==> src/rtl/core/stfr_pkg.sv <==
package stfr_pkg;

    localparam int BYTE_W      = 8;
    localparam int SLOT_W      = 2;
    localparam int CFG_INDEX_W = 2;
    localparam int PAYLOAD_LEN = 7;
    localparam int COUNT_W     = 3;
    // Eight bytes of at most 0xFF each fit in eleven bits.
    localparam int SUM_W       = 11;

    localparam logic [BYTE_W-1:0] FRAME_MARK = 8'h7E;
    localparam logic [BYTE_W-1:0] ESC_MARK   = 8'h7D;
    localparam logic [BYTE_W-1:0] ESC_FLIP   = 8'h20;
    localparam logic [BYTE_W-1:0] GOOD_SUM   = 8'hFF;

    localparam logic [BYTE_W-1:0] OWN_ID_RESET    = 8'h1B;
    localparam logic [BYTE_W-1:0] LISTEN_ID_RESET = 8'h0D;

    localparam logic [CFG_INDEX_W-1:0] REG_OWN_ID    = 2'd0;
    localparam logic [CFG_INDEX_W-1:0] REG_LISTEN_ID = 2'd1;

    localparam logic [SLOT_W-1:0] SLOT_NONE   = 2'd0;
    localparam logic [SLOT_W-1:0] SLOT_REVOKE = 2'd1;
    localparam logic [SLOT_W-1:0] SLOT_GRANT  = 2'd2;

    typedef struct packed {
        logic [7:0] line_byte;
        logic       rx_idle;
    } t_in_beat;

    typedef struct packed {
        logic [1:0]  slot_event;
        logic        frame_valid;
        logic [7:0]  frame_kind;
        logic [15:0] value_ident;
        logic [31:0] value_word;
    } t_out_beat;

    typedef struct packed {
        logic [BYTE_W-1:0] own_id;
        logic [BYTE_W-1:0] listen_id;
    } t_cfg;

endpackage

==> src/rtl/core/stfr_cfg_regs.sv <==
module stfr_cfg_regs (
    input  logic                              i_clk,
    input  logic                              i_rst_n,
    input  logic                              i_cfg_valid,
    output logic                              o_cfg_ready,
    input  logic [stfr_pkg::CFG_INDEX_W-1:0]  i_cfg_index,
    input  logic [stfr_pkg::BYTE_W-1:0]       i_cfg_data,
    output stfr_pkg::t_cfg                    o_cfg
);

    stfr_pkg::t_cfg r_cfg;
    stfr_pkg::t_cfg n_cfg;

    assign o_cfg_ready = 1'b1;
    assign o_cfg       = r_cfg;

    always_comb begin
        n_cfg = r_cfg;
        if (i_cfg_valid) begin
            case (i_cfg_index)
                stfr_pkg::REG_OWN_ID:    n_cfg.own_id    = i_cfg_data;
                stfr_pkg::REG_LISTEN_ID: n_cfg.listen_id = i_cfg_data;
                default:                 n_cfg = r_cfg;
            endcase
        end
    end

    always_ff @(posedge i_clk) begin
        if (!i_rst_n) begin
            r_cfg.own_id    <= stfr_pkg::OWN_ID_RESET;
            r_cfg.listen_id <= stfr_pkg::LISTEN_ID_RESET;
        end else begin
            r_cfg <= n_cfg;
        end
    end

endmodule

==> src/rtl/core/stfr_decoder.sv <==
module stfr_decoder (
    input  logic                 i_clk,
    input  logic                 i_rst_n,
    input  logic                 i_advance,
    input  stfr_pkg::t_in_beat   i_beat,
    input  stfr_pkg::t_cfg       i_cfg,
    output stfr_pkg::t_out_beat  o_result
);

    logic [stfr_pkg::BYTE_W-1:0]  r_store [stfr_pkg::PAYLOAD_LEN];
    logic [stfr_pkg::BYTE_W-1:0]  n_store [stfr_pkg::PAYLOAD_LEN];
    logic [stfr_pkg::COUNT_W-1:0] r_count;
    logic [stfr_pkg::COUNT_W-1:0] n_count;
    logic                         r_skipping;
    logic                         n_skipping;
    logic                         r_expect_id;
    logic                         n_expect_id;
    logic                         r_escape;
    logic                         n_escape;
    logic [stfr_pkg::SUM_W-1:0]   r_sum;
    logic [stfr_pkg::SUM_W-1:0]   n_sum;

    logic [stfr_pkg::BYTE_W-1:0]  data_byte;
    logic [stfr_pkg::SUM_W-1:0]   sum_total;
    logic [stfr_pkg::BYTE_W:0]    folded;
    logic [stfr_pkg::SLOT_W-1:0]  slot;
    logic                         valid;

    assign data_byte = r_escape ? (i_beat.line_byte ^ stfr_pkg::ESC_FLIP) : i_beat.line_byte;
    assign sum_total = r_sum + {{(stfr_pkg::SUM_W-stfr_pkg::BYTE_W){1'b0}}, data_byte};
    // Fold the carries back in once.
    assign folded = {1'b0, sum_total[stfr_pkg::BYTE_W-1:0]}
                  + {{(2*stfr_pkg::BYTE_W+1-stfr_pkg::SUM_W){1'b0}},
                     sum_total[stfr_pkg::SUM_W-1:stfr_pkg::BYTE_W]};

    always_comb begin
        n_store     = r_store;
        n_count     = r_count;
        n_skipping  = r_skipping;
        n_expect_id = r_expect_id;
        n_escape    = r_escape;
        n_sum       = r_sum;
        slot        = stfr_pkg::SLOT_NONE;
        valid       = 1'b0;
        if (i_beat.line_byte == stfr_pkg::FRAME_MARK) begin
            // A pending escape survives the start mark.
            slot        = stfr_pkg::SLOT_REVOKE;
            n_count     = '0;
            n_expect_id = 1'b1;
            n_skipping  = 1'b0;
        end else if (!r_skipping) begin
            if (r_expect_id) begin
                n_expect_id = 1'b0;
                if (i_beat.line_byte == i_cfg.own_id && i_beat.rx_idle) begin
                    slot       = stfr_pkg::SLOT_GRANT;
                    n_skipping = 1'b1;
                end else if (i_beat.line_byte == i_cfg.listen_id) begin
                    n_sum = '0;
                end else begin
                    n_skipping = 1'b1;
                end
            end else if (i_beat.line_byte == stfr_pkg::ESC_MARK) begin
                n_escape = 1'b1;
            end else begin
                n_escape = 1'b0;
                if (r_count < stfr_pkg::COUNT_W'(stfr_pkg::PAYLOAD_LEN)) begin
                    n_store[r_count] = data_byte;
                    n_count          = r_count + 1'b1;
                    n_sum            = sum_total;
                end else begin
                    n_skipping = 1'b1;
                    n_sum      = stfr_pkg::SUM_W'(folded);
                    valid      = (folded == {1'b0, stfr_pkg::GOOD_SUM});
                end
            end
        end
    end

    always_comb begin
        o_result.slot_event  = slot;
        o_result.frame_valid = valid;
        o_result.frame_kind  = '0;
        o_result.value_ident = '0;
        o_result.value_word  = '0;
        if (valid) begin
            o_result.frame_kind  = r_store[0];
            o_result.value_ident = {r_store[2], r_store[1]};
            o_result.value_word  = {r_store[6], r_store[5], r_store[4], r_store[3]};
        end
    end

    always_ff @(posedge i_clk) begin
        if (!i_rst_n) begin
            r_count     <= '0;
            r_skipping  <= 1'b1;
            r_expect_id <= 1'b0;
            r_escape    <= 1'b0;
            r_sum       <= '0;
        end else if (i_advance) begin
            r_count     <= n_count;
            r_skipping  <= n_skipping;
            r_expect_id <= n_expect_id;
            r_escape    <= n_escape;
            r_sum       <= n_sum;
        end
    end

    always_ff @(posedge i_clk) begin
        if (i_advance) begin
            r_store <= n_store;
        end
    end

endmodule

==> src/rtl/core/stuffed_telemetry_frame_receiver_top.sv <==
// Byte-stuffed telemetry frame receiver: one line byte per beat in, exactly
// one result beat out per byte, in order. A byte is registered, then decoded
// against the frame state and written to the result register, so a new
// byte is taken every cycle while the result side keeps up; a stalled
// result holds the decode stage, and the input register takes a beat only
// while it is empty. The own and listened sensor ids are written through
// the configuration port (index 0 and 1); the user must write them while no
// byte is in flight, which the block does not enforce. That port never stalls.
module stuffed_telemetry_frame_receiver_top (
    input  logic                              i_clk,
    input  logic                              i_rst_n,
    input  logic                              i_in_valid,
    output logic                              o_in_ready,
    input  stfr_pkg::t_in_beat                i_in_beat,
    output logic                              o_out_valid,
    input  logic                              i_out_ready,
    output stfr_pkg::t_out_beat               o_out_beat,
    input  logic                              i_cfg_valid,
    output logic                              o_cfg_ready,
    input  logic [stfr_pkg::CFG_INDEX_W-1:0]  i_cfg_index,
    input  logic [stfr_pkg::BYTE_W-1:0]       i_cfg_data
);

    stfr_pkg::t_cfg       cfg;
    stfr_pkg::t_out_beat  result;
    logic                 advance;

    logic                 r_in_valid;
    stfr_pkg::t_in_beat   r_in_beat;
    logic                 r_out_valid;
    stfr_pkg::t_out_beat  r_out_beat;

    // Advance the held byte when the result register is free or draining.
    assign advance     = r_in_valid && (!r_out_valid || i_out_ready);
    assign o_in_ready  = !r_in_valid || advance;
    assign o_out_valid = r_out_valid;
    assign o_out_beat  = r_out_beat;

    stfr_cfg_regs u_cfg_regs (
        .i_clk       (i_clk),
        .i_rst_n     (i_rst_n),
        .i_cfg_valid (i_cfg_valid),
        .o_cfg_ready (o_cfg_ready),
        .i_cfg_index (i_cfg_index),
        .i_cfg_data  (i_cfg_data),
        .o_cfg       (cfg)
    );

    stfr_decoder u_decoder (
        .i_clk     (i_clk),
        .i_rst_n   (i_rst_n),
        .i_advance (advance),
        .i_beat    (r_in_beat),
        .i_cfg     (cfg),
        .o_result  (result)
    );

    always_ff @(posedge i_clk) begin
        if (!i_rst_n) begin
            r_in_valid  <= 1'b0;
            r_out_valid <= 1'b0;
        end else begin
            if (o_in_ready) begin
                r_in_valid <= i_in_valid;
            end
            if (advance) begin
                r_out_valid <= 1'b1;
            end else if (i_out_ready) begin
                r_out_valid <= 1'b0;
            end
        end
    end

    always_ff @(posedge i_clk) begin
        if (o_in_ready && i_in_valid) begin
            r_in_beat <= i_in_beat;
        end
        if (advance) begin
            r_out_beat <= result;
        end
    end

endmodule

==> config.mk <==
export PLATFORM = sky130hd
export DESIGN_NAME = stuffed_telemetry_frame_receiver_top
export DESIGN_NICKNAME = d
export VERILOG_FILES = /design/src/rtl/core/stfr_pkg.sv /design/src/rtl/core/stfr_cfg_regs.sv /design/src/rtl/core/stfr_decoder.sv /design/src/rtl/core/stuffed_telemetry_frame_receiver_top.sv
export SDC_FILE = /design/constraint.sdc
export NUM_CORES = 1
export LEC_CHECK = 0
export BUFFER_PORTS_ARGS = -buffer_cell sky130_fd_sc_hd__buf_2
export CAP_MARGIN = 10
export CORE_MARGIN = 1
export CORE_UTILIZATION = 55
export CTS_CLUSTER_DIAMETER = 80
export CTS_CLUSTER_SIZE = 14
export DETAILED_ROUTE_END_ITERATION = 6
export PLACE_DENSITY_LB_ADDON = 0.2
export SYNTH_ARGS = -nofsm -noshare
export SYNTH_HDL_FRONTEND = slang
export SYNTH_SLANG_ARGS = --single-unit
==> constraint.sdc <==
create_clock -name i_clk -period 12.3 [get_ports i_clk]
set_input_delay 1.23 -clock i_clk [delete_from_list [all_inputs] [get_ports i_clk]]
set_output_delay 1.23 -clock i_clk [all_outputs]
set_load 0.02 [all_outputs]
==> Yosys cells after proc, flatten, opt, wreduce, memory -nomap -nowiden <==
Index checks and enable logic that the tools add are counted.
{ "word_totals": {"regBits": 159, "output_inout_bits": 62, "elab_cells": 101} }
{ "op_classes": {"add_sub_neg": 3, "order_cmp": 3, "eq_ne": 12, "n_mux": 34, "bitwise": 6, "reduce_logical": 19} }
{ "ops": {"columns": ["op", "n"], "rows": [
  ["$bwmux W56", 1],
  ["$mux W11", 5],
  ["$demux W8 S3", 1],
  ["$mux W1", 19],
  ["$eq A8 B7 Y1 const B", 2],
  ["$eq A8 B8 Y1", 2],
  ["$mux W3", 5],
  ["$reduce_and A6 Y1", 2],
  ["$add A11 B8 Y11", 1],
  ["$add A8 B3 Y9", 1],
  ["$eq A9 B8 Y1 const B", 1],
  ["$mux W8", 1],
  ["$ne A2 B2 Y1 const B", 4],
  ["$mux W6", 1],
  ["$reduce_and A2 Y1", 3],
  ["$not A1 Y1", 5],
  ["$reduce_and A5 Y1", 1],
  ["$ge A4 B4 Y1 const B", 1],
  ["$logic_and A1 B1 Y1", 4],
  ["$lt A4 B1 Y1 const B", 1],
  ["$ne A2 B1 Y1 const B", 2],
  ["$not A3 Y4", 1],
  ["$reduce_and A4 Y1", 1],
  ["$reduce_bool A2 Y1", 2],
  ["8 further kinds", 10]
]} }

==> Depth between registers and ports, before layout <==
{ "depth": {"word_depth": 10, "depth_mapped": 17} }

==> By module <==
Synthesis repeated with hierarchy kept, for this count alone.
{ "unflattened": {"cells_unflattened": 492, "area_unflattened_um2": 6710.2} }
{ "modules_own_cells": {"columns": ["module", "n_inst", "cells_each", "area_each_um2", "seq_area_each_um2"], "rows": [
  ["stfr_decoder", 1, 347, 3886.2, 2021.9],
  ["stuffed_telemetry_frame_receiver_top", 1, 77, 2145.8, 2082.0],
  ["stfr_cfg_regs", 1, 68, 678.2, 320.3]
]} }

==> Least setup slack after synthesis <==
No wires, ideal clock.
{ "synth_path": {"path_type": "register to register", "startpoint": "register r_in_beat[6] in the netlist's numbering", "endpoint": "register r_out_beat, in the netlist o_out_beat[24], data pin", "setup_time_ps": 265, "arrival_time_ps": 3675, "setup_slack_ps": 8359, "stages_incl_launch_ff": 18, "n_path_buf": 2, "cell_sequence": "edfxtp_1 > xor2_1 > ha_1 > and3_1 > a221oi_2 > o21ai_0 > xor2_1 > ha_1 > inv_1 > fa_1 > inv_1 > a21oi_1 > xnor3_1 > a31o_2 > nand4b_2 > buf_6 > buf_6 > a211oi_2"} }
{ "synth_via": {"elab_chain_cells": 10} }
{ "synth_rtl": {"columns": ["item", "line_no", "source"], "rows": [
  ["from (decl)", "stuffed_telemetry_frame_receiver_top.sv:29", "stfr_pkg::t_in_beat r_in_beat;"],
  ["from (signal assigned)", "stuffed_telemetry_frame_receiver_top.sv:76", "r_in_beat <= i_in_beat;"],
  ["$not A1 Y1 (no source line)", null, null],
  ["$mux W6 *", "stfr_decoder.sv:29", "assign data_byte = r_escape ? (i_beat.line_byte ^ stfr_pkg::ESC_FLIP) : i_beat.line_byte;"],
  ["named net u_decoder.data_byte, one bit", "stfr_decoder.sv:23", "logic [stfr_pkg::BYTE_W-1:0] data_byte;"],
  ["$add A11 B8 Y11 *", "stfr_decoder.sv:30", "assign sum_total = r_sum + {{(stfr_pkg::SUM_W-stfr_pkg::BYTE_W){1'b0}}, data_byte};"],
  ["$add A8 B3 Y9 *", "stfr_decoder.sv:33", "+ {{(2*stfr_pkg::BYTE_W+1-stfr_pkg::SUM_W){1'b0}},"],
  ["$eq A9 B8 Y1 *", "stfr_decoder.sv:73", "valid = (folded == {1'b0, stfr_pkg::GOOD_SUM});"],
  ["$mux W1 *", "stfr_decoder.sv:66", "if (r_count < stfr_pkg::COUNT_W'(stfr_pkg::PAYLOAD_LEN)) begin"],
  ["$mux W1 *", "stfr_decoder.sv:62", "end else if (i_beat.line_byte == stfr_pkg::ESC_MARK) begin"],
  ["$mux W1 *", "stfr_decoder.sv:52", "if (r_expect_id) begin"],
  ["$mux W1 *", "stfr_decoder.sv:51", "end else if (!r_skipping) begin"],
  ["$mux W1 *", "stfr_decoder.sv:45", "if (i_beat.line_byte == stfr_pkg::FRAME_MARK) begin"],
  ["to (signal assigned)", "stuffed_telemetry_frame_receiver_top.sv:79", "r_out_beat <= result;"],
  ["to (decl)", "stuffed_telemetry_frame_receiver_top.sv:31", "stfr_pkg::t_out_beat r_out_beat;"]
]} }
Mark *: on every way through the listed nets, which the timed path passes. The rest lies on a longest branch.
A chain may end at the register's enable or synchronous reset.

==> Final worst setup path <==
{ "layout_path": {"startpoint": "register r_in_beat[6] in the netlist's numbering", "endpoint": "register r_out_beat, in the netlist o_out_beat[7], data pin"} }
Same word-level chain as after synthesis.

==> run summary <==
Status: completed
Worst slew margin: 0.319
Top post-synthesis cells by area: edfxtp_1 52%, dfxtp_1 9.8%, a211oi_2 5.1%, inv_1 3.3%, mux2i_1 2.9%
Syn_area_per_cell: 13.3 um2
Most frequent cells in the layout: 124 x edfxtp_1, 86 x buf_2, 62 x inv_1, 35 x dfxtp_1, 30 x nand2_1
Hold_sp: u_decoder.r_sum[7]
Routability cong.: 0.838
Slowest stage delay, CP: 760 ps
Worst min path class: reg -> reg
Drt initial violations: 234
Async set-reset flop share out of synthesis: 0
R2R Path Start: r_in_beat[6]
Final setup margin: 6830 ps
TritonCTS Buffers: 17
Worst EP arrival: 5680 ps
Synthesized cell area: 7160 um2
Site row count: 41
DRC: 0
Post-synth top area cell: edfxtp_1
Register bit total from synthesis: 159
Crit. End Element: flop
Share of layout cells above drive strength 1: 0.267
Fin Setup TNS: 0 ps
# hold bufs at CTS: 0
Worst vdd ir: 0.0000917 V
Routed vias: 4387
FF-to-FF path depth: 15
Post-layout min period: 5470 ps
Final Net Count: 661
Placement Setup Slack: 6820 ps
Max FO, Critical Path: 57
Post-CTS setup buffer count: 0
Clk slew on worst S/H paths: 60 ps
Fillcell total: 979
Port Buffers: 84
Initial antenna violation count: 0
GR Overflow Total: 0
Clock Path Buffers: 2
PwrDens: 143 nW/um2
Starting density of the core: 0.565
Register area share after synthesis: 0.618
Number of distinct library cells after synthesis: 64
Synth warn: 0
Pleak: 3.22 nW
TritonRoute pass-1 iters: 4
Area delta synth->final: 16.2%
I/O pin count: 86
Kind of critical path: reg -> reg
Final setup fails: 0
GRT Total Usage: 0.221
Die Y: 116 um
Most common library cell in the layout ignoring fill and taps: edfxtp_1
CTS H-Tree Depth: 4
Final Cycle Share: 0.445
Clock Skew: 8.19 ps
Resize count post-CTS: 0
Worst path slowest cell: nand4b_4
Ant. Diodes: 0
Measured slew at the worst slew-check pin: 1020 ps
Final Slew Violations: 0
CP startpoint: r_in_beat[6]
Max-cap violations: 0
Die W: 116 um
Die Footprint: 13500 um2
Global-route wire length before repair: 21700 um
Levels on crit path: 15
Via/cell ratio: 5.43
Post-synth top flop: edfxtp_1
Hold depth: 1
Cell count after synthesis: 540
Crit-path cells: xor2_1 -> ha_1 -> and3_1 -> a221oi_2 -> o21ai_0 -> xor2_1 -> ha_1 -> inv_1 -> fa_1 -> inv_1 -> a21oi_1 -> xnor3_1 -> a31o_2 -> nand4b_4 -> a211oi_1
Top-area cell type share of the netlist area: 0.520
Routed wire per std cell: 17.0 um
Vias in the first global route: 4160
DPL Wire Length: 8900 um
Drt total wl: 13800 um
Largest net degree at the start of global routing: 62
Unrepaired setup endpoints after global routing: false
CTS tree: done
Skew-Pair Late Insertion Delay: 420 ps
Worst Path Required: 12510 ps
Final ANT Viol Nets: 0
Endpoints failing hold: 0
CP top delay family: compound AO/OA/AOI/OAI gates
CTS sink count: 159
Synthesized Nets: 578
Critical path launch point type: flop
F_max: 183 MHz
EDFF count, synth: 124
Root Driver: clkbuf_16
Bufs and invs on worst path: 2
Core area: 12700 um2
## logic make-up (layout without fill, tap and decap cells)
kind of cell               count (synthesis)  count (layout)  share of synthesized area
xor gates and xnor gates                  30              30                     0.0386
adders and majority gates                 14              14                     0.0266
buffers and inverters                     93             189                     0.0594
DFF                                      159             159                      0.618
and+or+nand+nor                          119             119                     0.0941
other                                      1               1                   0.000524
AOI/OAI and AO/OA                        102             102                      0.132
muxes                                     22              22                     0.0309
## worst register-to-register path, stage by stage (launching register included)
cell and delay [ps]:
edfxtp_1 460, xor2_1 670, ha_1 440, and3_1 230, a221oi_2 310, o21ai_0 190
xor2_1 190, ha_1 230, inv_1 70, fa_1 200, inv_1 50, a21oi_1 460
xnor3_1 220, a31o_2 190, nand4b_4 760, a211oi_1 590
## layer usage
layer  vias up  GRT usage  routed length [um]
li1       2133          -                   -
met3        30     0.0476                 577
met1      2105      0.284                5990
met2       119      0.356                6840
met5         -          0                   0
met4         0      0.111                 362
## final timing paths
kind | end | slack, ps
worst min-delay path | u_decoder.r_sum[7] | 470
worst max-delay path | o_out_beat[7] | 6830
worst max register to register | o_out_beat[7] | 6830
worst min register to register | u_decoder.r_sum[7] | 470
## cell usage after synthesis (2+ instances only)
master / number
nand2_1: 30
a21boi_0: 2
nor3_1: 5
nor4_1: 5
and3_1: 6
and2_1: 6
nor2b_1: 14
clkbuf_1: 12
nand3_1: 10
o21ai_0: 5
xnor2_1: 18
a211oi_2: 29
nand2b_1: 3
xor2_1: 11
buf_4: 2
a211o_1: 2
nor2_1: 13
o211ai_1: 2
o21a_1: 2
buf_6: 8
edfxtp_1: 124
nand3b_1: 2
nor4b_1: 3
o31ai_1: 2
buf_2: 7
nand4_1: 4
a211oi_1: 27
ha_1: 12
mux2i_1: 21
or3_1: 3
a21oi_1: 9
inv_1: 63
nor3b_1: 6
a22o_1: 2
fa_1: 2
a21o_1: 5
nand4b_1: 2
dfxtp_1: 35
## final cells by class
| cell class | instances | area [um2] | share of cell area |
|---|---|---|---|
| clock buffers | 17 | 425 | 0.0511 |
| clock inverters | 15 | 186 | 0.0224 |
| inverters | 63 | 236 | 0.0284 |
| multi-input cells | 288 | 2340 | 0.282 |
| flip-flops and latches | 159 | 4420 | 0.532 |
| well taps | 172 | 215 | 0.0259 |
| repair buffers | 94 | 488 | 0.0587 |
## stage by stage
step                total power, mW  hold WS (ps)  cell area, um2  std cells  utilization
finish                         1.19           467            8320        808        0.657
global placement              0.664           454            7680        772        0.606
CTS                            1.20           475            8300        804        0.655
detailed placement            0.665           460            7680        772        0.606
global route                   1.22           490            8320        808        0.657
floorplan                     0.644           438            7160        540            -
## power by group
part	internal (mW)	switching [mW]
registers	0.589	0.0105
clock network	0.322	0.213
logic	0.0191	0.0351
total	0.930	0.258
## state kept, by name, summed over array words and instances (netlist names)
| name | count |
|---|---|
| o_out_beat | 59 |
| u_decoder.r_store | 56 |
| u_cfg_regs.o_cfg | 16 |
| u_decoder.r_sum | 11 |
| r_in_beat | 9 |
| u_decoder.r_count | 3 |
| o_out_valid | 1 |
| r_in_valid | 1 |
| u_decoder.r_escape | 1 |
| u_decoder.r_expect_id | 1 |
| u_decoder.r_skipping | 1 |
Power figures use the tool's default switching activity.
